[config.mk]
export PLATFORM = sky130hd
export DESIGN_NAME = tphi_div_stage
export DESIGN_NICKNAME = d
export VERILOG_FILES = /design/src/sv/tphi_pkg.sv /design/src/sv/tphi_div_stage.sv
export SDC_FILE = /design/constraint.sdc
export NUM_CORES = 1
export LEC_CHECK = 0
export ABC_AREA = 0
export BUFFER_PORTS_ARGS = -buffer_cell sky130_fd_sc_hd__buf_4
export CAP_MARGIN = 0
export CORE_MARGIN = 3
export CORE_UTILIZATION = 51
export DETAILED_ROUTE_END_ITERATION = 8
export PLACE_DENSITY = 0.91
export SETUP_SLACK_MARGIN = 0.5
export SYNTH_ARGS = -nofsm -noshare
export SYNTH_HDL_FRONTEND = slang
export SYNTH_SLANG_ARGS = --single-unit
[constraint.sdc]
create_clock -name aclk -period 9.6 [get_ports aclk]
set_input_delay 1.92 -clock aclk [delete_from_list [all_inputs] [get_ports aclk]]
set_output_delay 1.92 -clock aclk [all_outputs]
set_load 0.01 [all_outputs]
[src/sv/tphi_pkg.sv]
// ----------------------------------------------------------------------------
// tphi_pkg
// Shared constants and control types for the triangle plane height
// interpolator pipeline.
// ----------------------------------------------------------------------------
package tphi_pkg;

    localparam int COORD_BITS_DEF = 24;

    typedef struct packed {
        logic vld;
        logic neg;
        logic deg;
        logic ovf;
    } tphi_ctl_t;

endpackage

[src/sv/tphi_div_stage.sv]
// ----------------------------------------------------------------------------
// tphi_div_stage
// One restoring division step: shift in a numerator bit, trial subtract,
// shift in one quotient bit.
// ----------------------------------------------------------------------------
module tphi_div_stage #(
    parameter int COORD_BITS = tphi_pkg::COORD_BITS_DEF
) (
    input  logic                          aclk,
    input  logic                          aresetn,
    input  logic                          en,
    input  tphi_pkg::tphi_ctl_t           ctl_i,
    input  logic signed [COORD_BITS-1:0]  az_i,
    input  logic [2*COORD_BITS+2:0]       dabs_i,
    input  logic [2*COORD_BITS+2:0]       rem_i,
    input  logic [COORD_BITS:0]           nlow_i,
    input  logic [COORD_BITS:0]           q_i,
    output tphi_pkg::tphi_ctl_t           ctl_o,
    output logic signed [COORD_BITS-1:0]  az_o,
    output logic [2*COORD_BITS+2:0]       dabs_o,
    output logic [2*COORD_BITS+2:0]       rem_o,
    output logic [COORD_BITS:0]           nlow_o,
    output logic [COORD_BITS:0]           q_o
);
    localparam int PW = 2 * COORD_BITS + 3;
    localparam int QB = COORD_BITS + 1;

    tphi_pkg::tphi_ctl_t          ctl_reg;
    logic signed [COORD_BITS-1:0] az_reg;
    logic [PW-1:0]                dabs_reg, rem_reg;
    logic [QB-1:0]                nlow_reg, q_reg;

    logic [PW:0] trial;
    logic        take;

    assign trial = {rem_i, nlow_i[QB-1]};
    assign take  = trial >= {1'b0, dabs_i};

    always_ff @(posedge aclk) begin
        if (!aresetn) begin
            ctl_reg <= '0;
        end else if (en) begin
            ctl_reg <= ctl_i;
        end
    end

    always_ff @(posedge aclk) begin
        if (en) begin
            az_reg   <= az_i;
            dabs_reg <= dabs_i;
            rem_reg  <= take ? PW'(trial - {1'b0, dabs_i}) : PW'(trial);
            nlow_reg <= nlow_i << 1;
            q_reg    <= {q_i[QB-2:0], take};
        end
    end

    assign ctl_o  = ctl_reg;
    assign az_o   = az_reg;
    assign dabs_o = dabs_reg;
    assign rem_o  = rem_reg;
    assign nlow_o = nlow_reg;
    assign q_o    = q_reg;

endmodule

# Word-level counts from Yosys, hierarchy flattened
# Cells that the tools add are included.
[totals]
regBits = 179
input_bits = 183
out_inout_bits = 180
elab_cells = 12
[op_classes]
addsub = 1
order_cmp = 1
mux = 1
[op_table]
columns = ["operator", "n"]
rows = [
  [">= comparator 52 x 51 -> 1 bit", 1],
  ["two-way mux 51 bit", 1],
  ["subtractor 51 bit", 1],
]

# Depth between registers and ports, before layout
[logic_depth]
ltp_word = 2
mapped_depth = 14
ltp_nobuf = 12

# Worst setup path after synthesis
# OpenSTA, ideal clock, no wires.
[synth_timing]
path_type = "input-to-reg"
start = "input port nlow_i[24]"
end = "register rem_reg[32] (netlist: rem_o[32]) (data pin)"
setup_time_ps = 188
arrival_ps = 4506
t_required_ps = 9412
path_slack_ps = 4906
path_stages = 11
n_path_buf = 0
cell_sequence = "inv_1 > ha_1 > fa_1 > nand2b_1 > a211o_1 > a31o_2 > o21ba_2 > o21ai_1 > a21bo_2 > mux2_2 > o41ai_1"
[synth_via]
elab_chain_cells = 2
word_cells_on_any_way = 3
cone_classes = "add/sub: 1; order compare: 1; mux: 1"
[synth_rtl]
columns = ["element", "line_no", "source"]
rows = [
  ["start, declared", "tphi_div_stage.sv:16", "input logic [COORD_BITS:0] nlow_i,"],
  ["subtractor 51 bit / >= comparator 52 x 51 -> 1 bit (equally long branches)", "tphi_div_stage.sv:51, tphi_div_stage.sv:37", ""],
  ["two-way mux 51 bit (*)", "tphi_div_stage.sv:51", "rem_reg <= take ? PW'(trial - {1'b0, dabs_i}) : PW'(trial);"],
  ["end signal, assigned", "tphi_div_stage.sv:51", ""],
  ["end, declared", "tphi_div_stage.sv:30", "logic [PW-1:0] dabs_reg, rem_reg;"],
]
# Every way passes the cells marked *; elsewhere a longest branch is shown, timed or not.
# A chain may end at the register's enable or synchronous reset.

# Final worst setup path
[layout_timing]
start = "input port dabs_i[29]"
end = "register rem_reg[17] (netlist: rem_o[17]) (data pin)"
[layout_via]
elab_chain_cells = 2
[layout_rtl]
columns = ["element", "line_no", "source"]
rows = [
  ["start, declared", "tphi_div_stage.sv:14", "input logic [2*COORD_BITS+2:0] dabs_i,"],
  [">= comparator 52 x 51 -> 1 bit", "tphi_div_stage.sv:37", "assign take = trial >= {1'b0, dabs_i};"],
  ["two-way mux 51 bit", "tphi_div_stage.sv:51", ""],
]
# Every way passes these cells.

==> flow_summary.yaml <==
outcome:
  status: "finished, final reports clean"
logic_synthesis:
  ys_warn_count: 0
  synth-main-ff-cell: "edfxtp_1"
  ys_types: 69
  synth_top_cell_area_share: 0.551
  synthTopCellsByArea: "edfxtp_1 55%, ha_1 6.7%, a21oi_1 4.0%, mux2_1 3.4%, inv_1 2.7%"
  ys_ff_latch: 179
  yosysTopAreaCell: "edfxtp_1"
  avgSynthCellArea_um2: 11.6
  yosysSeqAreaShare: 0.560
  synth-edff-count: 175
  synth_cells: 823
  async_reset_ff_frac: 0
  netlist_area_um2: 9530
  syn_nets: 1058
place:
  placed_cell_area_um2: 12300
  io_buffer_count: 360
  gp_congestion: 0.896
  hpwl_mm: 22.5
route:
  ant_nets: 0
  wire_per_inst_um: 20.9
  viasPerCell: 5.86
  drtIter0Drc: 639
  drc_errors: 0
  vias: 8243
  wl_mm: 29.4
  firstDrtPassIters: 5
critical_path:
  cp_cell_sequence: "buf_4 > inv_1 > ha_1 > a21oi_1 > o21ai_1 > a221o_1 > a21oi_1 > and3_4 > a21oi_4 > nor2_4 > clkinv_2 > mux2_1"
  max_stage_delay_ns: 0.74
  crit_path_end_kind: "flop"
  worstSetupPathType: "input pin to flop"
  arrival_ns: 5.97
  required_ns: 9.78
  cp-start-kind: "input pin"
  worstPathMaxFanout: 39
  regToRegSetupSlack_ns: 8.95
  reg2reg_from: "ctl_o[1]$_SDFFE_PN0P_"
  worstRegToRegCells: 2
  r2r-end: "ctl_o[1]$_SDFFE_PN0P_"
  critPathSlowestCell: "clkinv_2"
  crit_buf_inv: 3
  crit_top_cell: "a21oi_1"
  crit_family: "compound AO/OA/AOI/OAI gates"
global_route:
  grt_pass1_wl_mm: 43.3
  grt.busiest_layer: "met2"
  grt_max_degree: 103
  grt_antenna_before_repair: 0
  grtUsageTotal: 0.273
  grt_overflow: 0
  use_met2: 0.488
  grtUsageMet1: 0.322
  use_met3: 0.0559
  grt_pass1_vias: 8144
pwr:
  leakage_uw: 0.00560
  switching_share: 0.299
  power.internal_uw: 1560
  p_switching_uw: 667
  power_frac_clock: 0.318
  powerDensity_nw_per_um2: 172
  pwr-share-comb: 0.244
  p_seq_frac: 0.438
  ir_drop_v: 0.000127
clock_tree:
  cts_setup_buffers: 0
  cts.path.max_buffers: 2
  cts_hold_buffers: 0
  cts_max_level: 4
  cts_buffers: 17
  clk_pin_slew_ns: 0.08
  cts.repair.resized: 0
  clk_latency_ns: 0.43
  cts_sinks: 179
  cts_tree: "built"
  cts-root-buf: "clkbuf_16"
final_layout:
  seqCellArea_um2: 5340
  design_area_um2: 13000
  fin_nets: 1399
  insertedDiodeCount: 0
  multi_input_area_um2: 3740
  drive_gt1_frac: 0.347
  nFillCells: 1294
  area_growth_pct: 35.8
timing:
  maxSlewHeadroom: 0.319
  fmax_ghz: 0.172
  hold_violations: 0
  grt_setup_unrepaired: "false"
  skew_ns: 0
  final_max_slew_viol_count: 0
  tightest_slew_ns: 1.01
  min_period_ns: 5.80
  setup_violations: 0
  fin_crit_sh: 0.604
  tns_ns: 0
hold_path:
  min_path_type: "flop to flop"
  hp-start: "ctl_o[0]$_SDFFE_PN0P_"
  hold_depth: 2
  holdPathEnd: "ctl_o[0]$_SDFFE_PN0P_"
floorplan:
  num_rows: 49
  ios: 363
  die_y_um: 143
  die_w_um: 143
  die_area_um2: 20400
  start_util: 0.525
  core_um2: 18100
flow_run:
  max_cap_viol_count: 0
cell usage after synthesis (all sizes together), types with 4 or more instances:
| cell | number |
|---|---|
| o211ai | 4 |
| nor4 | 5 |
| buf | 12 |
| nand4 | 21 |
| or3 | 5 |
| nand2b | 8 |
| nor3 | 26 |
| inv | 68 |
| a21oi | 77 |
| nor2 | 31 |
| and3 | 8 |
| dfxtp | 4 |
| edfxtp | 175 |
| ha | 51 |
| nand3 | 27 |
| xnor2 | 23 |
| and4 | 4 |
| a211oi | 13 |
| o31ai | 13 |
| a21o | 14 |
| and2 | 4 |
| a31oi | 4 |
| clkbuf | 28 |
| mux2i | 4 |
| xor2 | 12 |
| o41ai | 4 |
| o21bai | 12 |
| nor2b | 5 |
| o21a | 8 |
| nand2 | 48 |
| o21ai | 38 |
| mux2 | 30 |
power groups by stage:
stage	Sequential [uW]	Clock (uW)	Combinational [uW]
floorplan	1040	0	231
global placement	991	0	523
detailed placement	994	0	536
CTS	978	715	540
global route	984	743	584
finish	977	709	543
how the worst max path moves through the flow:
stage / slack, ns / from / endpoint / depth (start not counted)
6_report: 3.80 / dabs_i[29] / rem_o[17]$_DFFE_PP_ / 12
5_1_grt: 3.54 / dabs_i[29] / rem_o[17]$_DFFE_PP_ / 12
3_3_place_gp: 3.46 / dabs_i[29] / rem_o[7]$_DFFE_PP_ / 12
4_1_cts: 3.83 / dabs_i[29] / rem_o[17]$_DFFE_PP_ / 12
3_5_place_dp: 3.43 / dabs_i[29] / rem_o[3]$_DFFE_PP_ / 12
2_1_floorplan: 4.91 / nlow_i[24] / rem_o[32]$_DFFE_PP_ / 11
cell families after synthesis:
group / Yosys count / share of synthesized area
DFF: 179 / 0.560
muxes: 34 / 0.0396
other: 1 / 0.000393
xor gates and xnor gates: 35 / 0.0322
adders and majority gates: 52 / 0.0690
AOI/OAI and AO/OA: 214 / 0.144
buffers and inverters: 109 / 0.0478
and+or+nand+nor: 199 / 0.108
cells in the final DEF (no fill, tap or decap), drive strengths merged, types with 4 or more instances in the layout:
cell type	netlist	routed
a211oi	13	13
buf	12	361
xor2	12	12
o21a	8	8
nor3	26	26
and4	4	4
edfxtp	175	175
nand4	21	21
dfxtp	4	4
o41ai	4	4
o21bai	12	12
inv	68	77
nand2b	8	8
nor2	31	31
or3	5	5
mux2	30	30
clkinv	1	7
xnor2	23	23
o31ai	13	13
a21oi	77	77
nand2	48	48
nor4	5	5
clkbuf	28	18
o211ai	4	4
o21ai	38	38
a21o	14	14
nand3	27	27
ha	51	51
nor2b	5	5
a31oi	4	4
and3	8	8
mux2i	4	4
and2	4	4
through the flow:
stage               setup WS (ns)  instances  hold slack, ns  total power, uW   util
floorplan                    4.91        823           0.538             1270      -
global placement             3.46       1374           0.501             1510  0.681
detailed placement           3.43       1374           0.510             1530  0.681
CTS                          3.83       1406           0.532             2230  0.714
global route                 3.54       1406           0.558             2310  0.714
finish                       3.80       1406           0.533             2230  0.714
tightest hold or removal path, stage by stage (launching register included):
cell and delay (ns):
dfxtp_1 0.34, mux2i_1 0.07, nor2b_1 0.10
registers in the layout, summed over array words and instances, names as in the netlist:
name,cells
az_o,24
ctl_o,4
q_o,25
rem_o,51
dabs_o,51
nlow_o,24
layer usage:
metal  wire, um  share of wire
met5          0              0
met4       1210          0.041
met3       2390          0.081
met2      15000           0.51
met1      10800           0.37
layout make-up:
class                   count  share of cell area
multi-input cells         535               0.289
repair buffers            362               0.210
well taps                 229              0.0221
inverters                  69              0.0201
clock buffers              17              0.0328
flip-flops and latches    179               0.412
clock inverters            15              0.0136
(Power assumes the default switching activity.)
