[config.mk]
export PLATFORM = sky130hd
export DESIGN_NAME = tphi_finish
export DESIGN_NICKNAME = d
export VERILOG_FILES = /design/src/sv/tphi_pkg.sv /design/src/sv/tphi_finish.sv
export SDC_FILE = /design/constraint.sdc
export NUM_CORES = 1
export LEC_CHECK = 0
export BUFFER_PORTS_ARGS = -buffer_cell sky130_fd_sc_hd__buf_2
export CAP_MARGIN = 20
export CORE_MARGIN = 3
export CORE_UTILIZATION = 55
export CTS_CLUSTER_DIAMETER = 150
export DETAILED_ROUTE_END_ITERATION = 8
export MAX_ROUTING_LAYER = met4
export PLACE_DENSITY = 0.92
export SETUP_SLACK_MARGIN = 0.5
export SLEW_MARGIN = 20
export SYNTH_ARGS = -nofsm -noshare
export SYNTH_HDL_FRONTEND = slang
export SYNTH_SLANG_ARGS = --single-unit
[constraint.sdc]
create_clock -name aclk -period 6.4 [get_ports aclk]
set_clock_uncertainty 0.2 [all_clocks]
set_input_delay 1.6 -clock aclk [delete_from_list [all_inputs] [get_ports aclk]]
set_output_delay 1.6 -clock aclk [all_outputs]
set_load 0.02 [all_outputs]
[src/sv/tphi_pkg.sv]
// ----------------------------------------------------------------------------
// tphi_pkg
// Shared constants and control types for the triangle plane height
// interpolator pipeline.
// ----------------------------------------------------------------------------
package tphi_pkg;

    localparam int COORD_BITS_DEF = 24;

    typedef struct packed {
        logic vld;
        logic neg;
        logic deg;
        logic ovf;
    } tphi_ctl_t;

endpackage

[src/sv/tphi_finish.sv]
// ----------------------------------------------------------------------------
// tphi_finish
// Rounds and signs the quotient, adds the base height, clamps, and holds
// the result beat (two register stages).
// ----------------------------------------------------------------------------
module tphi_finish #(
    parameter int COORD_BITS = tphi_pkg::COORD_BITS_DEF
) (
    input  logic                          aclk,
    input  logic                          aresetn,
    input  logic                          en,
    input  tphi_pkg::tphi_ctl_t           ctl_i,
    input  logic signed [COORD_BITS-1:0]  az_i,
    input  logic [2*COORD_BITS+2:0]       dabs_i,
    input  logic [2*COORD_BITS+2:0]       rem_i,
    input  logic [COORD_BITS:0]           q_i,
    output logic                          out_vld,
    output logic signed [COORD_BITS-1:0]  height,
    output logic                          degenerate,
    output logic                          saturated
);
    localparam int PW = 2 * COORD_BITS + 3;
    localparam int QB = COORD_BITS + 1;
    localparam int SW = QB + 3;

    tphi_pkg::tphi_ctl_t          ctl_reg;
    logic signed [QB+1:0]         sq_reg;
    logic signed [COORD_BITS-1:0] az_reg;
    logic                         vld_reg, deg_reg, sat_reg;
    logic signed [COORD_BITS-1:0] h_reg;

    logic [QB:0]          qr;
    logic signed [SW-1:0] hsum, hmax, hmin;
    logic signed [COORD_BITS-1:0] h_next;
    logic                 sat_next;

    assign qr   = {1'b0, q_i} + QB'({rem_i, 1'b0} >= {1'b0, dabs_i});
    assign hsum = SW'(az_reg) + SW'(sq_reg);
    assign hmax = SW'({1'b0, {(COORD_BITS-1){1'b1}}});
    assign hmin = -hmax - SW'(1);

    always_comb begin
        h_next   = COORD_BITS'(hsum);
        sat_next = 1'b0;
        priority if (ctl_reg.deg) begin
            h_next = az_reg;
        end else if (ctl_reg.ovf) begin
            h_next   = ctl_reg.neg ? COORD_BITS'(hmin) : COORD_BITS'(hmax);
            sat_next = 1'b1;
        end else if (hsum > hmax) begin
            h_next   = COORD_BITS'(hmax);
            sat_next = 1'b1;
        end else if (hsum < hmin) begin
            h_next   = COORD_BITS'(hmin);
            sat_next = 1'b1;
        end
    end

    always_ff @(posedge aclk) begin
        if (!aresetn) begin
            ctl_reg <= '0;
            vld_reg <= 1'b0;
        end else if (en) begin
            ctl_reg <= ctl_i;
            vld_reg <= ctl_reg.vld;
        end
    end

    always_ff @(posedge aclk) begin
        if (en) begin
            sq_reg  <= ctl_i.neg ? -$signed({1'b0, qr}) : $signed({1'b0, qr});
            az_reg  <= az_i;
            h_reg   <= h_next;
            deg_reg <= ctl_reg.deg;
            sat_reg <= sat_next;
        end
    end

    assign out_vld    = vld_reg;
    assign height     = h_reg;
    assign degenerate = deg_reg;
    assign saturated  = sat_reg;

endmodule
# ---- Yosys cells after proc, flatten, opt, wreduce, memory -nomap -nowiden
# Cells that the tools add are included.
dict set report totals {
  regBits 82
  latchBits 0
  mem_bits_rw 0
  mem_bits_ro 0
  inputBits 158
  output_inout_bits 27
  mem_count 0
}
dict set report op_classes {
  addsub 3
  mul 0
  div_mod_pow 0
  n_lt_le_gt_ge 3
  n_eq_ne 0
  n_shift 0
  n_mux 9
  bitwise_logic 0
  n_reduce_logical 0
}
# cell count
set op_table {}
lappend op_table {{24-bit two-way mux} 5}
lappend op_table {{52-bit by 51-bit greater-or-equal comparator with 1-bit output} 1}
lappend op_table {{24-bit by 27-bit adder with 28-bit output} 1}
lappend op_table {{28-bit by 24-bit greater-than comparator with 1-bit output, second input constant} 1}
lappend op_table {{28-bit by 24-bit less-than comparator with 1-bit output, second input constant} 1}
lappend op_table {{26-bit negation with 27-bit output} 1}
lappend op_table {{25-bit by 1-bit adder with 26-bit output} 1}
lappend op_table {{26-bit two-way mux} 1}
lappend op_table {{1-bit two-way mux} 3}

# ---- Depth between registers and ports, before layout
dict set report logic_depth {
  ltp_word 6
  mapped_depth 23
  depth_no_buf 22
}

# ---- Worst setup path after synthesis
# No wires, ideal clock.
dict set report synth_timing {
  path_type {input port to flip-flop}
  start {input dabs_i[45]}
  end {register sq_reg[24] (data pin)}
  setup_ns 0.264
  arrival_time_ns 5.355
  t_required_ns 5.936
  setup_slack_ns 0.581
  path_stages 22
  path_buffers 1
  path_cell_list {inv_1 ha_1 a21o_1 a21o_1 a21oi_1 nor2b_1 o21ai_0 nand2b_1 a211o_1 nor3_1 a2bb2oi_1 ha_1 ha_1 nand3_1 buf_2 nor3_1 mux2_1 o21ai_1 nand3b_4 or3_1 o31ai_1 xnor2_1}
}
dict set report synth_between {
  elab_chain_len 4
}
# element line
set synth_lines {}
lappend synth_lines {{from (decl)} tphi_finish.sv:14} ;# input logic [2*COORD_BITS+2:0] dabs_i,
lappend synth_lines {{52-bit by 51-bit greater-or-equal comparator with 1-bit output (*)} tphi_finish.sv:37} ;# assign qr = {1'b0, q_i} + QB'({rem_i, 1'b0} >= {1'b0, dabs_i});
lappend synth_lines {{25-bit by 1-bit adder with 26-bit output (*)} tphi_finish.sv:37}
lappend synth_lines {{26-bit negation with 27-bit output} tphi_finish.sv:71} ;# sq_reg <= ctl_i.neg ? -$signed({1'b0, qr}) : $signed({1'b0, qr});
lappend synth_lines {{26-bit two-way mux (*)} tphi_finish.sv:71}
lappend synth_lines {{to (signal assigned)} tphi_finish.sv:71}
lappend synth_lines {{to (decl)} tphi_finish.sv:27} ;# logic signed [QB+1:0] sq_reg;
# Mark *: on every way between the ends. The rest lies on a longest branch, timed or not.
# A chain may end at the register's enable or synchronous reset.

# ---- Worst setup path in the final report
# Same ends and word-level chain as after synthesis.

==> results.py <==
metrics = {
    "worst_setup_path": {
        "cp-start-kind": "input port",
        "arrival_ns": 5.54,
        "required_ns": 6.29,
        "crit_chain": "buf_2 -> inv_1 -> ha_1 -> a21o_1 -> a21o_1 -> a21oi_1 -> nor2b_1 -> o21ai_0 -> nand2b_1 -> a211o_1 -> nor3_2 -> a2bb2oi_1 -> ha_2 -> ha_2 -> nand3_1 -> buf_6 -> nand4b_1 -> a211oi_1 -> o2111ai_1 -> nand3b_4 -> or3_1 -> o31ai_2 -> xnor2_1",
        "crit_slowest_cell": "or3_1",
        "path_class": "in -> reg",
        "endpoint_kind": "flip-flop",
        "cp_max_fo": 10,
        "cpPeakStageDelay_ns": 0.39,
    },
    "detailed_routing": {
        "ant_nets": 0,
        "drt-initial-drc-count": 485,
        "drc": 0,
        "viasPerCell": 5.70,
        "drtPass1Iterations": 5,
        "drt_wl_total_um": 17600,
        "wl_per_cell_um": 15.6,
        "num_vias": 6443,
    },
    "cts": {
        "root_buffer": "clkbuf_16",
        "path_clk_slew_ns": 0.06,
        "cts_num_sinks": 82,
        "clkLatencyLatePin_ns": 0.34,
        "htree_num_levels": 3,
        "cts_buffer_depth": 2,
        "cts-buffers-inserted": 9,
        "holdBufCountCts": 0,
        "cts_tree": "done",
    },
    "timing": {
        "timing.max_slew.rel_slack_pct": 34.2,
        "tns_ns": 0,
        "fmax_ghz": 0.177,
        "maxSlewViolCount": 0,
        "setup_viol": 0,
        "timing.final.ws_setup_ns": 0.751,
        "finalHoldViolCount": 0,
        "fin_crit_sh_pct": 88.3,
        "rsz0062_at_grt": "false",
        "worstMarginPinSlew_ns": 0.987,
        "whs_ns": 0.333,
        "min_period_ns": 5.65,
    },
    "synth": {
        "synth-edff-count": 77,
        "synth_area_um2": 7090,
        "synth_cells": 786,
        "synth_top_area_share_pct": 32.6,
        "syn_avg_cell_area_um2": 9.02,
        "ys_warn_count": 0,
        "synth_ff_type": "edfxtp_1",
        "yosys-top-cells-area": "edfxtp_1, ha_1, xnor2_1",
        "yosysUniqueCellTypes": 72,
        "synth_seq_cells": 82,
        "syn_nets": 1025,
        "yosysSeqAreaShare_pct": 34.0,
        "synth_area_leader_cell": "edfxtp_1",
        "async_flop_share_pct": 0,
    },
    "power_and_ir_drop": {
        "p_leak_nw": 3.81,
        "ir_drop_v": 0.000120,
        "power_density_nw_per_um2": 226,
    },
    "place": {
        "io_buffers": 184,
        "gp_congestion": 0.955,
        "pre_cts_ws_ns": 0.186,
        "place_hpwl_um": 14000,
    },
    "floorplanning": {
        "start_util_pct": 57.6,
        "die_w_um": 120,
        "die_y_um": 120,
        "rows": 40,
        "coreArea_um2": 12300,
        "pin_count": 185,
        "design.die.area_um2": 14300,
    },
    "global_routing": {
        "grt_max_degree": 83,
        "grt_first_pass_wirelength_um": 28400,
        "grt.total_usage_pct": 25.0,
        "grt_antenna_before_repair": 0,
        "globalRouteOverflowTotal": 0,
        "grt_pass1_vias": 6248,
    },
    "cells_and_area": {
        "largest_reg_flops": 27,
        "n_antenna_cell": 0,
        "final_common_cell": "buf_2",
        "drive_gt1_share_pct": 24.2,
        "layout_common_cells": "buf_2, nand2_1, ha_1, edfxtp_1, a21oi_1",
        "area_delta_synth_final_pct": 19.9,
        "finalNetCount": 1197,
    },
    "outcome": {
        "status": "completed",
    },
    "worst_hold_path": {
        "hold_path.class": "reg -> reg",
    },
    "run": {
        "cap_viol_max_count": 0,
    },
}
-- Yosys cell counts, types with 3 or more instances --
master and instances:
a211o_1 3, a21o_1 20, a21oi_1 72, a2bb2oi_1 3, a31oi_1 9, and2_1 4
and4_1 3, buf_2 11, clkbuf_1 10, dfxtp_1 5, edfxtp_1 77, ha_1 80
inv_1 62, mux2i_1 7, nand2_1 84, nand2b_1 9, nand3_1 20, nand4_1 18
nor2_1 36, nor2b_1 39, nor3_1 16, o211ai_1 5, o21a_1 7, o21ai_0 36
o21ai_1 8, o31ai_1 6, or3_1 5, or4_1 3, xnor2_1 45, xor2_1 26
-- where the power goes --
group	leakage [nW]	internal, mW	switching (mW)
Sequential	0.785	0.683	0.0317
Clock	0.152	0.305	0.204
Combinational	2.88	0.280	0.418
-- layer usage --
metal | wire length [um] | track usage, % | vias to the layer above | part of all wire, %
li1 | - | - | 3192 | -
met4 | 739 | 11.7 | 0 | 4.2
met1 | 7000 | 29.4 | 2896 | 40
met5 | 0 | - | - | 0
met3 | 1250 | 3.82 | 54 | 7.1
met2 | 8630 | 42.3 | 301 | 49
-- through the flow --
| step | cells | utilization [%] | power (mW) | area (um2) |
|---|---|---|---|---|
| after floorplan | 786 | - | 1.19 | 7090 |
| after global placement | 1115 | 66.1 | 1.39 | 8140 |
| after detailed placement | 1115 | 66.1 | 1.40 | 8140 |
| after CTS | 1131 | 68.5 | 1.92 | 8440 |
| after global routing | 1131 | 69.1 | 2.04 | 8500 |
| final | 1131 | 69.1 | 1.92 | 8500 |
-- layout make-up --
| type | instances | area, um2 |
|---|---|---|
| multi-input cells | 616 | 4400 |
| flip-flops and latches | 82 | 2410 |
| inverters | 63 | 236 |
| fillers | 959 | 3810 |
| repair buffers | 186 | 942 |
| clock inverters | 7 | 77.6 |
| well taps | 168 | 210 |
| clock buffers | 9 | 225 |
-- path summary, 6_finish.rpt --
path / cells past startpoint / slack (ns) / to / start
setup / recovery: 23 / 0.75 / sq_reg[24]$_DFFE_PP_ / dabs_i[45]
hold / removal: 2 / 0.33 / out_vld$_SDFFE_PN0P_ / out_vld$_SDFFE_PN0P_
setup reg to reg: 12 / 2.33 / height[13]$_DFFE_PP_ / az_reg[0]$_DFFE_PP_
hold reg to reg: 2 / 0.33 / out_vld$_SDFFE_PN0P_ / out_vld$_SDFFE_PN0P_
-- timing repair --
item                                   in CTS  in global routing
resized for setup                           0                 18
endpoints found under the hold margin       0                  0
setup endpoints to repair                   0                  9
setup buffers                               0                  0
-- logic make-up after synthesis --
kind of cell | count (synthesis) | share of synthesized area [%]
XOR/XNOR | 71 | 8.77
adder cells (fa/ha/maj) | 81 | 14.4
multiplexers | 9 | 1.31
AO/OA/AOI/OAI | 195 | 17.0
buffers and inverters | 88 | 4.96
AND/OR/NAND/NOR | 260 | 19.6
flip-flops | 82 | 34.0
-- critical path: cells and delay by family --
family,cells,cell delay [ns]
AO/OA/AOI/OAI,9,1.68
XOR/XNOR,1,0.10
AND/OR/NAND/NOR,7,1.16
adder cells (fa/ha/maj),3,0.74
buffers and inverters,3,0.26
(Power assumes the default switching activity.)
